$ cat src/hw/rtl/pod_pkg.sv
// Package of the page ownership directory: sizes, codes and beat types.
// Used by every module of the block but pod_ram; depends on nothing.
`timescale 1ns / 1ps
`default_nettype none

package pod_pkg;

  localparam int MAX_PAGES   = 128;
  localparam int MAX_COPIES  = 32;
  localparam int PAGE_IDX_W  = $clog2(MAX_PAGES);
  localparam int COPY_IDX_W  = $clog2(MAX_COPIES);
  localparam int COUNT_W     = $clog2(MAX_COPIES + 1);
  localparam int COPY_ADDR_W = PAGE_IDX_W + COPY_IDX_W;
  localparam int HOST_W      = 32;
  localparam int PORT_W      = 16;
  localparam int CFG_IDX_W   = 2;
  localparam int CFG_DATA_W  = 16;

  localparam logic [7:0] MAX_PAGES_B = 8'(MAX_PAGES);

  // Configuration register indexes.
  localparam logic [CFG_IDX_W-1:0] CFG_SERVER_PORT    = 2'd0;
  localparam logic [CFG_IDX_W-1:0] CFG_COPY_PORT_BASE = 2'd1;
  localparam logic [CFG_IDX_W-1:0] CFG_PAGE_COUNT     = 2'd2;

  localparam logic [PORT_W-1:0] RST_SERVER_PORT    = 16'd0;
  localparam logic [PORT_W-1:0] RST_COPY_PORT_BASE = 16'd2000;
  localparam logic [7:0]        RST_PAGE_COUNT     = 8'd128;

  // Request modes.
  localparam logic MODE_READ  = 1'b0;
  localparam logic MODE_WRITE = 1'b1;

  // Reply kinds.
  localparam logic [2:0] KIND_READ_FIRST = 3'd0;
  localparam logic [2:0] KIND_READ_OWNER = 3'd1;
  localparam logic [2:0] KIND_WRITE_GRANT = 3'd2;
  localparam logic [2:0] KIND_INVALIDATE = 3'd3;
  localparam logic [2:0] KIND_WRITE_OWNER = 3'd4;
  localparam logic [2:0] KIND_BAD_PAGE   = 3'd5;

  typedef struct packed {
    logic              mode;
    logic [7:0]        page_number;
    logic [HOST_W-1:0] requester_host;
  } pod_in_t;

  typedef struct packed {
    logic [2:0]        reply_kind;
    logic [HOST_W-1:0] peer_host;
    logic [PORT_W-1:0] port_first;
    logic [PORT_W-1:0] port_second;
    logic              copy_dropped;
    logic              last;
  } pod_out_t;

  // Controller to datapath.
  typedef struct packed {
    logic cap;         // capture the accepted request
    logic dec;         // emit the single reply of a request
    logic walk_start;  // client-owned write: start the invalidate walk
    logic inv;         // emit one invalidate beat
    logic fin;         // emit the closing write-from-owner beat
  } pod_cmd_t;

  // Datapath to controller.
  typedef struct packed {
    logic walk;        // valid write to a client-owned page
    logic cnt_zero;    // copy set of the page is empty
    logic walk_last;   // current invalidate is the final one
    logic out_free;    // output register can take a beat
  } pod_stat_t;

endpackage

`default_nettype wire

$ cat src/hw/rtl/pod_ctrl.sv
// Sequencer of the page directory: steps one request through lookup,
// decision and the invalidate walk. Depends on pod_pkg.
`timescale 1ns / 1ps
`default_nettype none

module pod_ctrl
  import pod_pkg::*;
(
  input  wire logic      clk,
  input  wire logic      rst_n,
  input  wire logic      in_valid,
  output logic           in_stall,
  input  wire pod_stat_t st,
  output pod_cmd_t       cmd
);

  localparam logic [2:0] S_IDLE = 3'd0;
  localparam logic [2:0] S_RD   = 3'd1;
  localparam logic [2:0] S_DEC  = 3'd2;
  localparam logic [2:0] S_INV  = 3'd3;
  localparam logic [2:0] S_FIN  = 3'd4;

  logic [2:0] state_r;
  logic [2:0] state_nxt;

  assign in_stall = (state_r != S_IDLE);

  always_comb begin
    state_nxt = state_r;
    cmd       = '0;
    case (state_r)
      S_IDLE: begin
        if (in_valid) begin
          cmd.cap   = 1'b1;
          state_nxt = S_RD;
        end
      end
      S_RD: begin
        // Table reads are issued here and land in the next cycle.
        state_nxt = S_DEC;
      end
      S_DEC: begin
        if (st.walk) begin
          cmd.walk_start = 1'b1;
          state_nxt      = st.cnt_zero ? S_FIN : S_INV;
        end else if (st.out_free) begin
          cmd.dec   = 1'b1;
          state_nxt = S_IDLE;
        end
      end
      S_INV: begin
        if (st.out_free) begin
          cmd.inv = 1'b1;
          if (st.walk_last) begin
            state_nxt = S_FIN;
          end
        end
      end
      S_FIN: begin
        if (st.out_free) begin
          cmd.fin   = 1'b1;
          state_nxt = S_IDLE;
        end
      end
      default: begin
        state_nxt = S_IDLE;
      end
    endcase
  end

  always_ff @(posedge clk) begin
    if (!rst_n) begin
      state_r <= S_IDLE;
    end else begin
      state_r <= state_nxt;
    end
  end

endmodule

`default_nettype wire

$ cat config.mk
export PLATFORM = sky130hd
export DESIGN_NAME = pod_ctrl
export DESIGN_NICKNAME = d
export VERILOG_FILES = /design/src/hw/rtl/pod_pkg.sv /design/src/hw/rtl/pod_ctrl.sv
export SDC_FILE = /design/constraint.sdc
export NUM_CORES = 1
export LEC_CHECK = 0
export ABC_AREA = 1
export BUFFER_PORTS_ARGS = -buffer_cell sky130_fd_sc_hd__buf_4
export CAP_MARGIN = 15
export CORE_AREA = 2 2 39 41
export CTS_BUF_LIST = sky130_fd_sc_hd__clkbuf_8
export DETAILED_ROUTE_END_ITERATION = 8
export DIE_AREA = 0 0 41 43
export PLACE_DENSITY = 0.48
export REMOVE_ABC_BUFFERS = 1
export SLEW_MARGIN = 20
export SYNTH_ARGS = -nofsm -noshare
export SYNTH_HDL_FRONTEND = slang
export SYNTH_SLANG_ARGS = --single-unit
$ cat constraint.sdc
create_clock -name clk -period 2.2 [get_ports clk]
set_input_delay 0.11 -clock clk [delete_from_list [all_inputs] [get_ports clk]]
set_output_delay 0.11 -clock clk [all_outputs]
set_load 0.03 [all_outputs]
Word-level counts from Yosys, hierarchy flattened
Cells that the tools add are included.
- eq/ne operators: 7
- muxes and demuxes: 15
- reduce and logical (&&, ||, !) cells: 3
- operators with widths (kind ; count):
    two-way mux 3 bit ; 6
    case mux 3 bit (5 select lines) ; 1
    two-way mux 1 bit ; 7
    equality test 3 x 2 -> 1 bit (second input constant) ; 2
    inequality test 2 bit (second input constant) ; 3
    equality test 3 x 1 -> 1 bit (second input constant) ; 1
    equality test 3 bit (second input constant) ; 1
    logical NOT 3 bit ; 1
    AND reduction 3 bit ; 1
    nonzero test 3 bit ; 1
    two-way mux 2 bit ; 1
- flip-flop bits (word level): 3
- bits of input ports: 7
- word-level logic and storage cells: 26

Logic depth before layout (Yosys ltp)
Gate-level depths: netlist of the first run.
- depth after elaboration: 3
- mapped depth: 8
- mapped depth without buffers: 8

Least setup slack after synthesis of the first run
OpenSTA, ideal clock, no wires.
- path kind: flip-flop to output port
- from: register state_r[2]
- to: output port cmd[0] (netlist name)
- data arrival time: 1.408 ns
- data required time: 2.090 ns
- setup slack: 0.682 ns
- cell stages (with the launch flop): 3
- path buffers: 0
- cell sequence: dfxtp_1 inv_2 nor4_1
- RTL lines (item ; line ; RTL):
    from (decl) ; pod_ctrl.sv:23 ; logic [2:0] state_r;
    from (signal assigned) ; pod_ctrl.sv:75 ; state_r <= state_nxt;
    to (decl) ; pod_ctrl.sv:14 ; output pod_cmd_t cmd

==> results.sh, run 1 <==
export IMPL_ys_seq_area_frac=0.238
export IMPL_wire_per_inst_um=7.89
export IMPL_seqCellArea_um2=60.1
export IMPL_numCtsBuffers=3
export IMPL_ys_warn_count=0
export IMPL_ant_nets=0
export IMPL_multi_input_area_um2=148
export IMPL_place_congestion=0.643
export IMPL_postCtsHoldBufs=0
export IMPL_first_iter_violations=5
export IMPL_worstPathRequired_ns=2.09
export IMPL_critPathCapture="cmd[3]"
export IMPL_drt_pass1_iterations=2
export IMPL_die_x_um=41
export IMPL_grt_pass1_wl_um=938
export IMPL_critPathArrivalTime_ns=1.25
export IMPL_grt_pass1_vias=252
export IMPL_yosysUniqueCellTypes=11
export IMPL_io_buffers=12
export IMPL_synthCells=47
export IMPL_die_area_um2=1760
export IMPL_grt_max_degree=7
export IMPL_start_util=0.183
export IMPL_status="finished, final reports clean"
export IMPL_drive_gt1_frac=0.302
export IMPL_fin_crit_sh=0.619
export IMPL_cts_root_buffer="clkbuf_8"
export IMPL_rsz0062_at_grt="false"
export IMPL_row_count=14
export IMPL_routed_wl_um=623
export IMPL_fillers=160
export IMPL_grt_use_total=0.0863
export IMPL_coreArea_um2=1380
export IMPL_power_leakage_nw=0.244
export IMPL_fin_total_pwr_uw=332
export IMPL_hpwl_um=512
export IMPL_hold_violations=0
export IMPL_place_inst=75
export IMPL_antenna_found_initial=0
export IMPL_hold_path_class="in -> reg"
export IMPL_gr_total_overflow=0
export IMPL_top_regs="state_r: 3 flops"
export IMPL_rr_endpoint="state_r[2]"
export IMPL_die_h_um=43
export IMPL_end_kind="output pin"
export IMPL_syn_to_final_growth_pct=61.4
export IMPL_viasPerCell=3.87
export IMPL_finClkSkew_ns=0.000616
export IMPL_crit_type="reg -> out"
export IMPL_min_period_ns=1.36
export IMPL_r2r_start="state_r[1]"
export IMPL_postCtsSetupBuffers=0
export IMPL_synth_area_um2=253
export IMPL_critPathMaxFanout=6
export IMPL_via_count=306
export IMPL_power_density_nw_per_um2=815
export IMPL_ys_seq_elements=3
export IMPL_max_slew_margin=0.836
export IMPL_reg2reg_slack_ns=1.20
export IMPL_clock_path_buffers=2
export IMPL_syn_area_per_cell_um2=5.38
export IMPL_clock_sinks=3
export IMPL_ioPinCount=13
export IMPL_stdcell_count=79
export IMPL_crit_path_start="state_r[1]"
export IMPL_setup_viol=0
export IMPL_tns_ns=0
export IMPL_fmax_mhz=734
export IMPL_nets=71
export IMPL_cts_tree="done"
export IMPL_ctsHtreeMaxLevel=1
export IMPL_r2r_cells=6
export IMPL_drc_errors=0
export IMPL_slew_violations=0
export IMPL_cts_resized=0
export IMPL_max_cap_violations=0
export IMPL_worst_pin_slew_ns=0.245
export IMPL_critPathLaunchType="register"
export IMPL_largest_reg_flops=3
export IMPL_diodes=0
export IMPL_path_clk_slew_ns=0.03
export IMPL_insertion_delay_ns=0.21
export IMPL_top_register="state_r"
export IMPL_vdd_drop_max_v=0.000205
[critical path, cell delays in order, from the launching register on]
cell     delay (ns)
dfxtp_1        0.40
inv_2          0.06
nor3_2         0.20
inv_1          0.10
nor3_2         0.10
buf_4          0.17
[per-stage QoR]
step / hold WS (ns) / instance area [µm²] / worst slack, ns / util
2_1_floorplan: 0.208 / 253 / 0.682 / -
3_3_place_gp: 0.317 / 363 / 1.08 / 0.262
3_5_place_dp: 0.316 / 363 / 1.06 / 0.262
4_1_cts: 0.0944 / 408 / 0.823 / 0.295
5_1_grt: 0.104 / 408 / 0.718 / 0.295
6_report: 0.103 / 408 / 0.838 / 0.295
[cells in the mapped netlist]
cell type   n  area (µm²)
nand2_1    14        52.6
nor3_2      2        20.0
inv_1      10        37.5
inv_2       2        7.51
o21ai_1     1        5.00
nor2_1      6        22.5
dfxtp_1     3        60.1
nor4_1      1        6.26
o21ai_0     1        5.00
a31oi_1     1        6.26
nand3_1     6        30.0
[power breakdown]
group	internal (mW)	switching, mW
combinational	0.0400	0.0657
sequential	0.0626	0.0111
clock	0.119	0.0345
[cells by family (layout without fill, tap and decap cells)]
logic type / Yosys count / count (layout) / synth area share
AO/OA/AOI/OAI: 3 / 3 / 0.0643
buffers and inverters: 12 / 28 / 0.178
flip-flops: 3 / 3 / 0.238
AND/OR/NAND/NOR: 29 / 29 / 0.520
[layout make-up]
| class | count | share of cell area |
|---|---|---|
| Clock buffer | 3 | 0.101 |
| Clock inverter | 1 | 0.00920 |
| Inverter | 12 | 0.110 |
| Multi-Input combinational cell | 32 | 0.362 |
| Sequential cell | 3 | 0.147 |
| Tap cell | 16 | 0.0491 |
| Timing Repair Buffer | 12 | 0.221 |
[worst min path at each step]
stage               startpoint          to  slack [ns]  cells after the start
global route             rst_n  state_r[1]        0.10                      3
finish                   rst_n  state_r[1]        0.10                      3
detailed placement       rst_n  state_r[1]        0.32                      3
CTS                      rst_n  state_r[1]        0.09                      3
floorplan                rst_n  state_r[1]        0.21                      2
global placement         rst_n  state_r[1]        0.32                      3
[per-layer routing]
metal  wire length [µm]  track usage  vias up
li1                   -            -      175
met1                256       0.0865      124
met2                318        0.109        7
met3                 47       0.0471        0
met4                  0        0.100        0
met5                  0            0        -
[layout by cell type (no fill, tap or decap)]
cell	n
buf_4	12
nand3_1	6
nor3_2	2
clkbuf_8	3
nor2_1	6
o21ai_0	1
nand2_1	14
o21ai_1	1
a31oi_1	1
inv_1	11
inv_2	2
nor4_1	1
dfxtp_1	3
Note: power is estimated with default switching activity, not from simulation.
==> run 2: changes to the inputs <==
--- a/config.mk
+++ b/config.mk
@@ -5,14 +5,14 @@
 export SDC_FILE = /design/constraint.sdc
 export NUM_CORES = 1
 export LEC_CHECK = 0
-export ABC_AREA = 1
+export ABC_AREA = 0
 export BUFFER_PORTS_ARGS = -buffer_cell sky130_fd_sc_hd__buf_4
 export CAP_MARGIN = 15
 export CORE_AREA = 2 2 39 41
 export CTS_BUF_LIST = sky130_fd_sc_hd__clkbuf_8
 export DETAILED_ROUTE_END_ITERATION = 8
 export DIE_AREA = 0 0 41 43
-export PLACE_DENSITY = 0.48
+export PLACE_DENSITY = 0.49
 export REMOVE_ABC_BUFFERS = 1
 export SLEW_MARGIN = 20
 export SYNTH_ARGS = -nofsm -noshare
==> constraint.sdc (replaced) <==
create_clock -name clk -period 1.4 [get_ports clk]
set_input_delay 0.07 -clock clk [delete_from_list [all_inputs] [get_ports clk]]
set_output_delay 0.07 -clock clk [all_outputs]
set_load 0.03 [all_outputs]
==> results.sh, run 2 <==
export IMPL_place_ws_ns=0.220
export IMPL_critPathTopFamily="simple AND/OR/NAND/NOR gates"
export IMPL_die_area_um2=1760
export IMPL_async_reset_ff_frac=0
export IMPL_hold_violations=0
export IMPL_antenna_found_initial=0
export IMPL_crit_type="reg -> out"
export IMPL_row_count=14
export IMPL_coreArea_um2=1380
export IMPL_critPathArrivalTime_ns=1.23
export IMPL_yosys_top_cells_count="dfxtp_1 (3), inv_1 (3), nand2_1 (3)"
export IMPL_diodes=0
export IMPL_p_sw_uw=126
export IMPL_numCtsBuffers=3
export IMPL_drc_errors=0
export IMPL_io_buffers=12
export IMPL_clock_path_buffers=2
export IMPL_grt_pass1_wl_um=1060
export IMPL_postCtsHoldBufs=0
export IMPL_cts_resized=0
export IMPL_insertion_delay_ns=0.21
export IMPL_placed_area_um2=359
export IMPL_max_slew_margin=0.792
export IMPL_synthCells=34
export IMPL_seqCellArea_um2=63.8
export IMPL_ys_flop_type="dfxtp_1"
export IMPL_power_density_nw_per_um2=1120
export IMPL_synth_edff_count=0
export IMPL_reg2reg_slack_ns=0.33
export IMPL_cts_root_buffer="clkbuf_8"
export IMPL_top_register="state_r"
export IMPL_nets=56
export IMPL_most_common_layout_cells="buf_4 (12), inv_1 (4), nand2_1 (3), clkbuf_8 (3), dfxtp_2 (3)"
export IMPL_syn_to_final_growth_pct=52.3
export IMPL_ys_seq_elements=3
export IMPL_path_buf_inv=1
export IMPL_gr_total_overflow=0
export IMPL_top_regs="state_r: 3 flops"
export IMPL_yosysUniqueCellTypes=23
export IMPL_die_x_um=41
export IMPL_routed_wl_um=686
export IMPL_multi_input_area_um2=178
export IMPL_end_kind="output pin"
export IMPL_fin_crit_sh=0.926
export IMPL_clock_power_share=0.526
export IMPL_swShare=0.277
export IMPL_viasPerCell=4.50
export IMPL_ys_seq_area_frac=0.224
export IMPL_worst_pin_slew_ns=0.309
export IMPL_die_h_um=43
export IMPL_ant_nets=0
export IMPL_drive_gt1_frac=0.458
export IMPL_slowest_stage="or3_4"
export IMPL_p_int_uw=330
export IMPL_clock_sinks=3
export IMPL_wire_per_inst_um=10.7
export IMPL_hpwl_um=470
export IMPL_via_count=288
export IMPL_first_iter_violations=0
export IMPL_seqPwrFrac=0.239
export IMPL_cts_tree="done"
export IMPL_fillers=154
export IMPL_fmax_mhz=771
export IMPL_largest_reg_flops=3
export IMPL_ctsHtreeMaxLevel=1
export IMPL_drt_pass1_iterations=1
export IMPL_grt_max_degree=15
export IMPL_path_clk_slew_ns=0.03
export IMPL_worstPathRequired_ns=1.33
export IMPL_ys_warn_count=0
export IMPL_max_cap_violations=0
export IMPL_tns_ns=0
export IMPL_grt_pass1_vias=257
export IMPL_critPathLaunchType="register"
export IMPL_post_route_util=0.295
export IMPL_p_comb_frac=0.235
export IMPL_ioPinCount=13
export IMPL_status="finished, final reports clean"
export IMPL_finish_instance_area_um2=408
export IMPL_place_congestion=0.748
export IMPL_min_period_ns=1.30
export IMPL_yosys_area_top_type="dfxtp_1"
export IMPL_fin_ws_ns=0.103
export IMPL_grt_use_total=0.0932
export IMPL_cp_slowest_stage_delay_ns=0.41
export IMPL_power_leakage_nw=0.195
export IMPL_synth_area_um2=268
export IMPL_critPathMaxFanout=9
export IMPL_postCtsSetupBuffers=0
export IMPL_hold_path_class="in -> reg"
export IMPL_worstPathCellList="or3_4, nor2_1, buf_4"
export IMPL_rsz0062_at_grt="false"
export IMPL_vdd_drop_max_v=0.000277
export IMPL_synthTopCellsByArea="dfxtp_1 (22%), a2111oi_2 (5.6%), nor4b_2 (5.6%)"
export IMPL_finClkSkew_ns=0.000862
export IMPL_syn_area_per_cell_um2=7.88
export IMPL_synth_largest_type_area_fraction=0.224
export IMPL_final_common_cell="buf_4"
export IMPL_start_util=0.193
export IMPL_slew_violations=0
export IMPL_setup_viol=0
==> run 2: changes by cell type after synthesis, sizes merged, moves of 2 or more <==
cell,before,now
a21oi,0,2
and3,0,2
buf,0,2
inv,12,3
nand2,14,3
nand3,6,2
nor2,6,2
==> run 2: cell families after synthesis <==
group                  after synthesis  share of synthesized area
buffers and inverters                5                      0.112
flip-flops                           3                      0.224
AO/OA/AOI/OAI                        9                      0.257
AND/OR/NAND/NOR                     17                      0.407
==> run 2: stage by stage <==
stage / hold WS, ns / power, mW / cells
after floorplan: 0.161 / 0.170 / 32
after global placement: 0.317 / 0.215 / 60
after detailed placement: 0.319 / 0.214 / 60
after CTS: 0.0994 / 0.461 / 64
after global routing: 0.0993 / 0.483 / 64
final: 0.0955 / 0.456 / 64
==> run 2: power by group through the flow <==
stage | registers, mW | clock network (mW) | logic, mW
6_report | 0.109 | 0.240 | 0.107
5_1_grt | 0.110 | 0.257 | 0.116
4_1_cts | 0.107 | 0.246 | 0.108
3_5_place_dp | 0.108 | 0 | 0.106
3_3_place_gp | 0.108 | 0 | 0.107
2_1_floorplan | 0.104 | 0 | 0.0662
==> run 2: path summary, 6_finish.rpt <==
check | startpoint | to | depth (start not counted)
min | st[0] | state_r[1] | 2
min reg2reg | state_r[2] | state_r[1] | 1
max reg2reg | state_r[1] | state_r[2] | 3
max | state_r[1] | cmd[4] | 3
==> run 2: layout make-up <==
class | instances | share of cell area
clock inverter | 1 | 0.00920
multi-input combinational | 26 | 0.436
timing repair buffer | 12 | 0.221
inverter | 3 | 0.0276
sequential | 3 | 0.156
tap | 16 | 0.0491
clock buffer | 3 | 0.101
==> run 2: metal layers <==
layer	share of wire	track usage
met3	0.042	0.0157
met4	0.012	0.0800
met1	0.41	0.105
met5	0	0
met2	0.53	0.141
==> run 3: changes to the inputs <==
==> constraint.sdc (replaced) <==
create_clock -name clk -period 1.4 [get_ports clk]
set_input_delay 0.14 -clock clk [delete_from_list [all_inputs] [get_ports clk]]
set_output_delay 0.14 -clock clk [all_outputs]
set_load 0.03 [all_outputs]
==> results.sh, run 3 (synthesized netlist as in run 2, its figures left out) <==
export IMPL_worst_pin_slew_ns=0.309
export IMPL_power_density_nw_per_um2=1110
export IMPL_status="finished, final reports clean"
export IMPL_die_area_um2=1760
export IMPL_first_iter_violations=0
export IMPL_slew_violations=0
export IMPL_hpwl_um=470
export IMPL_coreArea_um2=1380
export IMPL_fillers=151
export IMPL_tns_ns=0
export IMPL_p_comb_frac=0.254
export IMPL_max_slew_margin=0.792
export IMPL_wire_per_inst_um=10.7
export IMPL_start_util=0.193
export IMPL_p_int_uw=338
export IMPL_p_sw_uw=129
export IMPL_row_count=14
export IMPL_grt_use_total=0.0932
export IMPL_r2r_start="state_r[2]"
export IMPL_insertion_delay_ns=0.21
export IMPL_via_count=297
export IMPL_min_from="st[0]"
export IMPL_finish_instance_area_um2=423
export IMPL_final_common_cell="buf_4"
export IMPL_cp_slowest_stage_delay_ns=0.41
export IMPL_largest_reg_flops=3
export IMPL_setup_viol=0
export IMPL_clock_sinks=3
export IMPL_place_inst=60
export IMPL_worstPathCellList="or3_4, nor2_2, buf_6"
export IMPL_fin_ws_ns=0.0541
export IMPL_placed_area_um2=359
export IMPL_path_clk_slew_ns=0.03
export IMPL_max_cap_violations=0
export IMPL_clock_path_buffers=2
export IMPL_drive_gt1_frac=0.510
export IMPL_most_common_layout_cells="buf_4 (12), inv_1 (4), nand2_1 (3), clkbuf_8 (3), dfxtp_2 (3)"
export IMPL_ctsHtreeMaxLevel=1
export IMPL_slowest_stage="or3_4"
export IMPL_diodes=0
export IMPL_numCtsBuffers=3
export IMPL_hold_violations=0
export IMPL_power_leakage_nw=0.201
export IMPL_fin_total_pwr_uw=467
export IMPL_place_congestion=0.748
export IMPL_stdcell_count=65
export IMPL_place_ws_ns=0.212
export IMPL_crit_type="reg -> out"
export IMPL_cts_root_buffer="clkbuf_8"
export IMPL_syn_to_final_growth_pct=57.9
export IMPL_cts_tree="done"
export IMPL_critPathArrivalTime_ns=1.21
export IMPL_io_buffers=12
export IMPL_seqPwrFrac=0.233
export IMPL_critPathMaxFanout=7
export IMPL_fmax_mhz=743
export IMPL_hold_path_class="in -> reg"
export IMPL_top_regs="state_r: 3 flops"
export IMPL_swShare=0.277
export IMPL_whs_ns=0.166
export IMPL_clock_power_share=0.513
export IMPL_vdd_drop_max_v=0.000276
export IMPL_top_register="state_r"
export IMPL_min_period_ns=1.35
export IMPL_worstPathRequired_ns=1.26
export IMPL_gr_total_overflow=0
export IMPL_grt_pass1_vias=257
export IMPL_postCtsHoldBufs=0
export IMPL_critPathLaunchType="register"
export IMPL_finClkSkew_ns=0.000862
export IMPL_nets=57
export IMPL_die_x_um=41
export IMPL_post_route_util=0.306
export IMPL_ant_nets=0
export IMPL_ioPinCount=13
export IMPL_viasPerCell=4.57
export IMPL_end_kind="output pin"
export IMPL_antenna_found_initial=0
export IMPL_grt_pass1_wl_um=1060
export IMPL_drc_errors=0
export IMPL_die_h_um=43
export IMPL_routed_wl_um=698
export IMPL_crit_path_start="state_r[2]"
export IMPL_grt_max_degree=15
export IMPL_fin_crit_sh=0.961
export IMPL_drt_pass1_iterations=1
run 3: area by class of cell:
type	instances	area (µm²)	area share
timing repair buffer	13	101	0.240
clock inverter	1	3.75	0.00888
clock buffer	3	41.3	0.0976
sequential	3	63.8	0.151
multi-input combinational	26	181	0.429
tap	16	20.0	0.0473
inverter	3	11.3	0.0266
run 3: routing by layer:
| layer | track usage | vias up | routed length (µm) |
|---|---|---|---|
| li1 | - | 152 | - |
| met1 | 0.105 | 138 | 286 |
| met2 | 0.141 | 5 | 373 |
| met3 | 0.0157 | 2 | 29 |
| met4 | 0.0800 | 0 | 8 |
| met5 | 0 | - | 0 |
run 3: repair_timing:
item | 4_1_cts | 5_1_grt
resized for setup | 3 | 3
pin swaps | 0 | 1
setup buffers | 0 | 1
setup endpoints to repair | 4 | 2
run 3: path summary, 6_finish.rpt:
check,cells after the start,end,slack (ns)
worst min register to register,1,state_r[1],0.49
worst min-delay path,2,state_r[1],0.17
worst max-delay path,3,cmd[4],0.05
worst max register to register,4,state_r[2],0.20
run 3: critical path: cells and delay by family (launching register included):
| kind | cells | cell delay [ns] |
|---|---|---|
| buffers and inverters | 1 | 0.13 |
| DFF | 1 | 0.35 |
| and+or+nand+nor | 2 | 0.51 |
run 3: power groups by stage:
stage          clock network [mW]  registers [mW]  logic (mW)
2_1_floorplan                   0           0.104      0.0662
5_1_grt                     0.257           0.110       0.128
6_report                    0.240           0.109       0.119
3_5_place_dp                    0           0.108       0.106
4_1_cts                     0.246           0.109       0.108
3_3_place_gp                    0           0.108       0.107
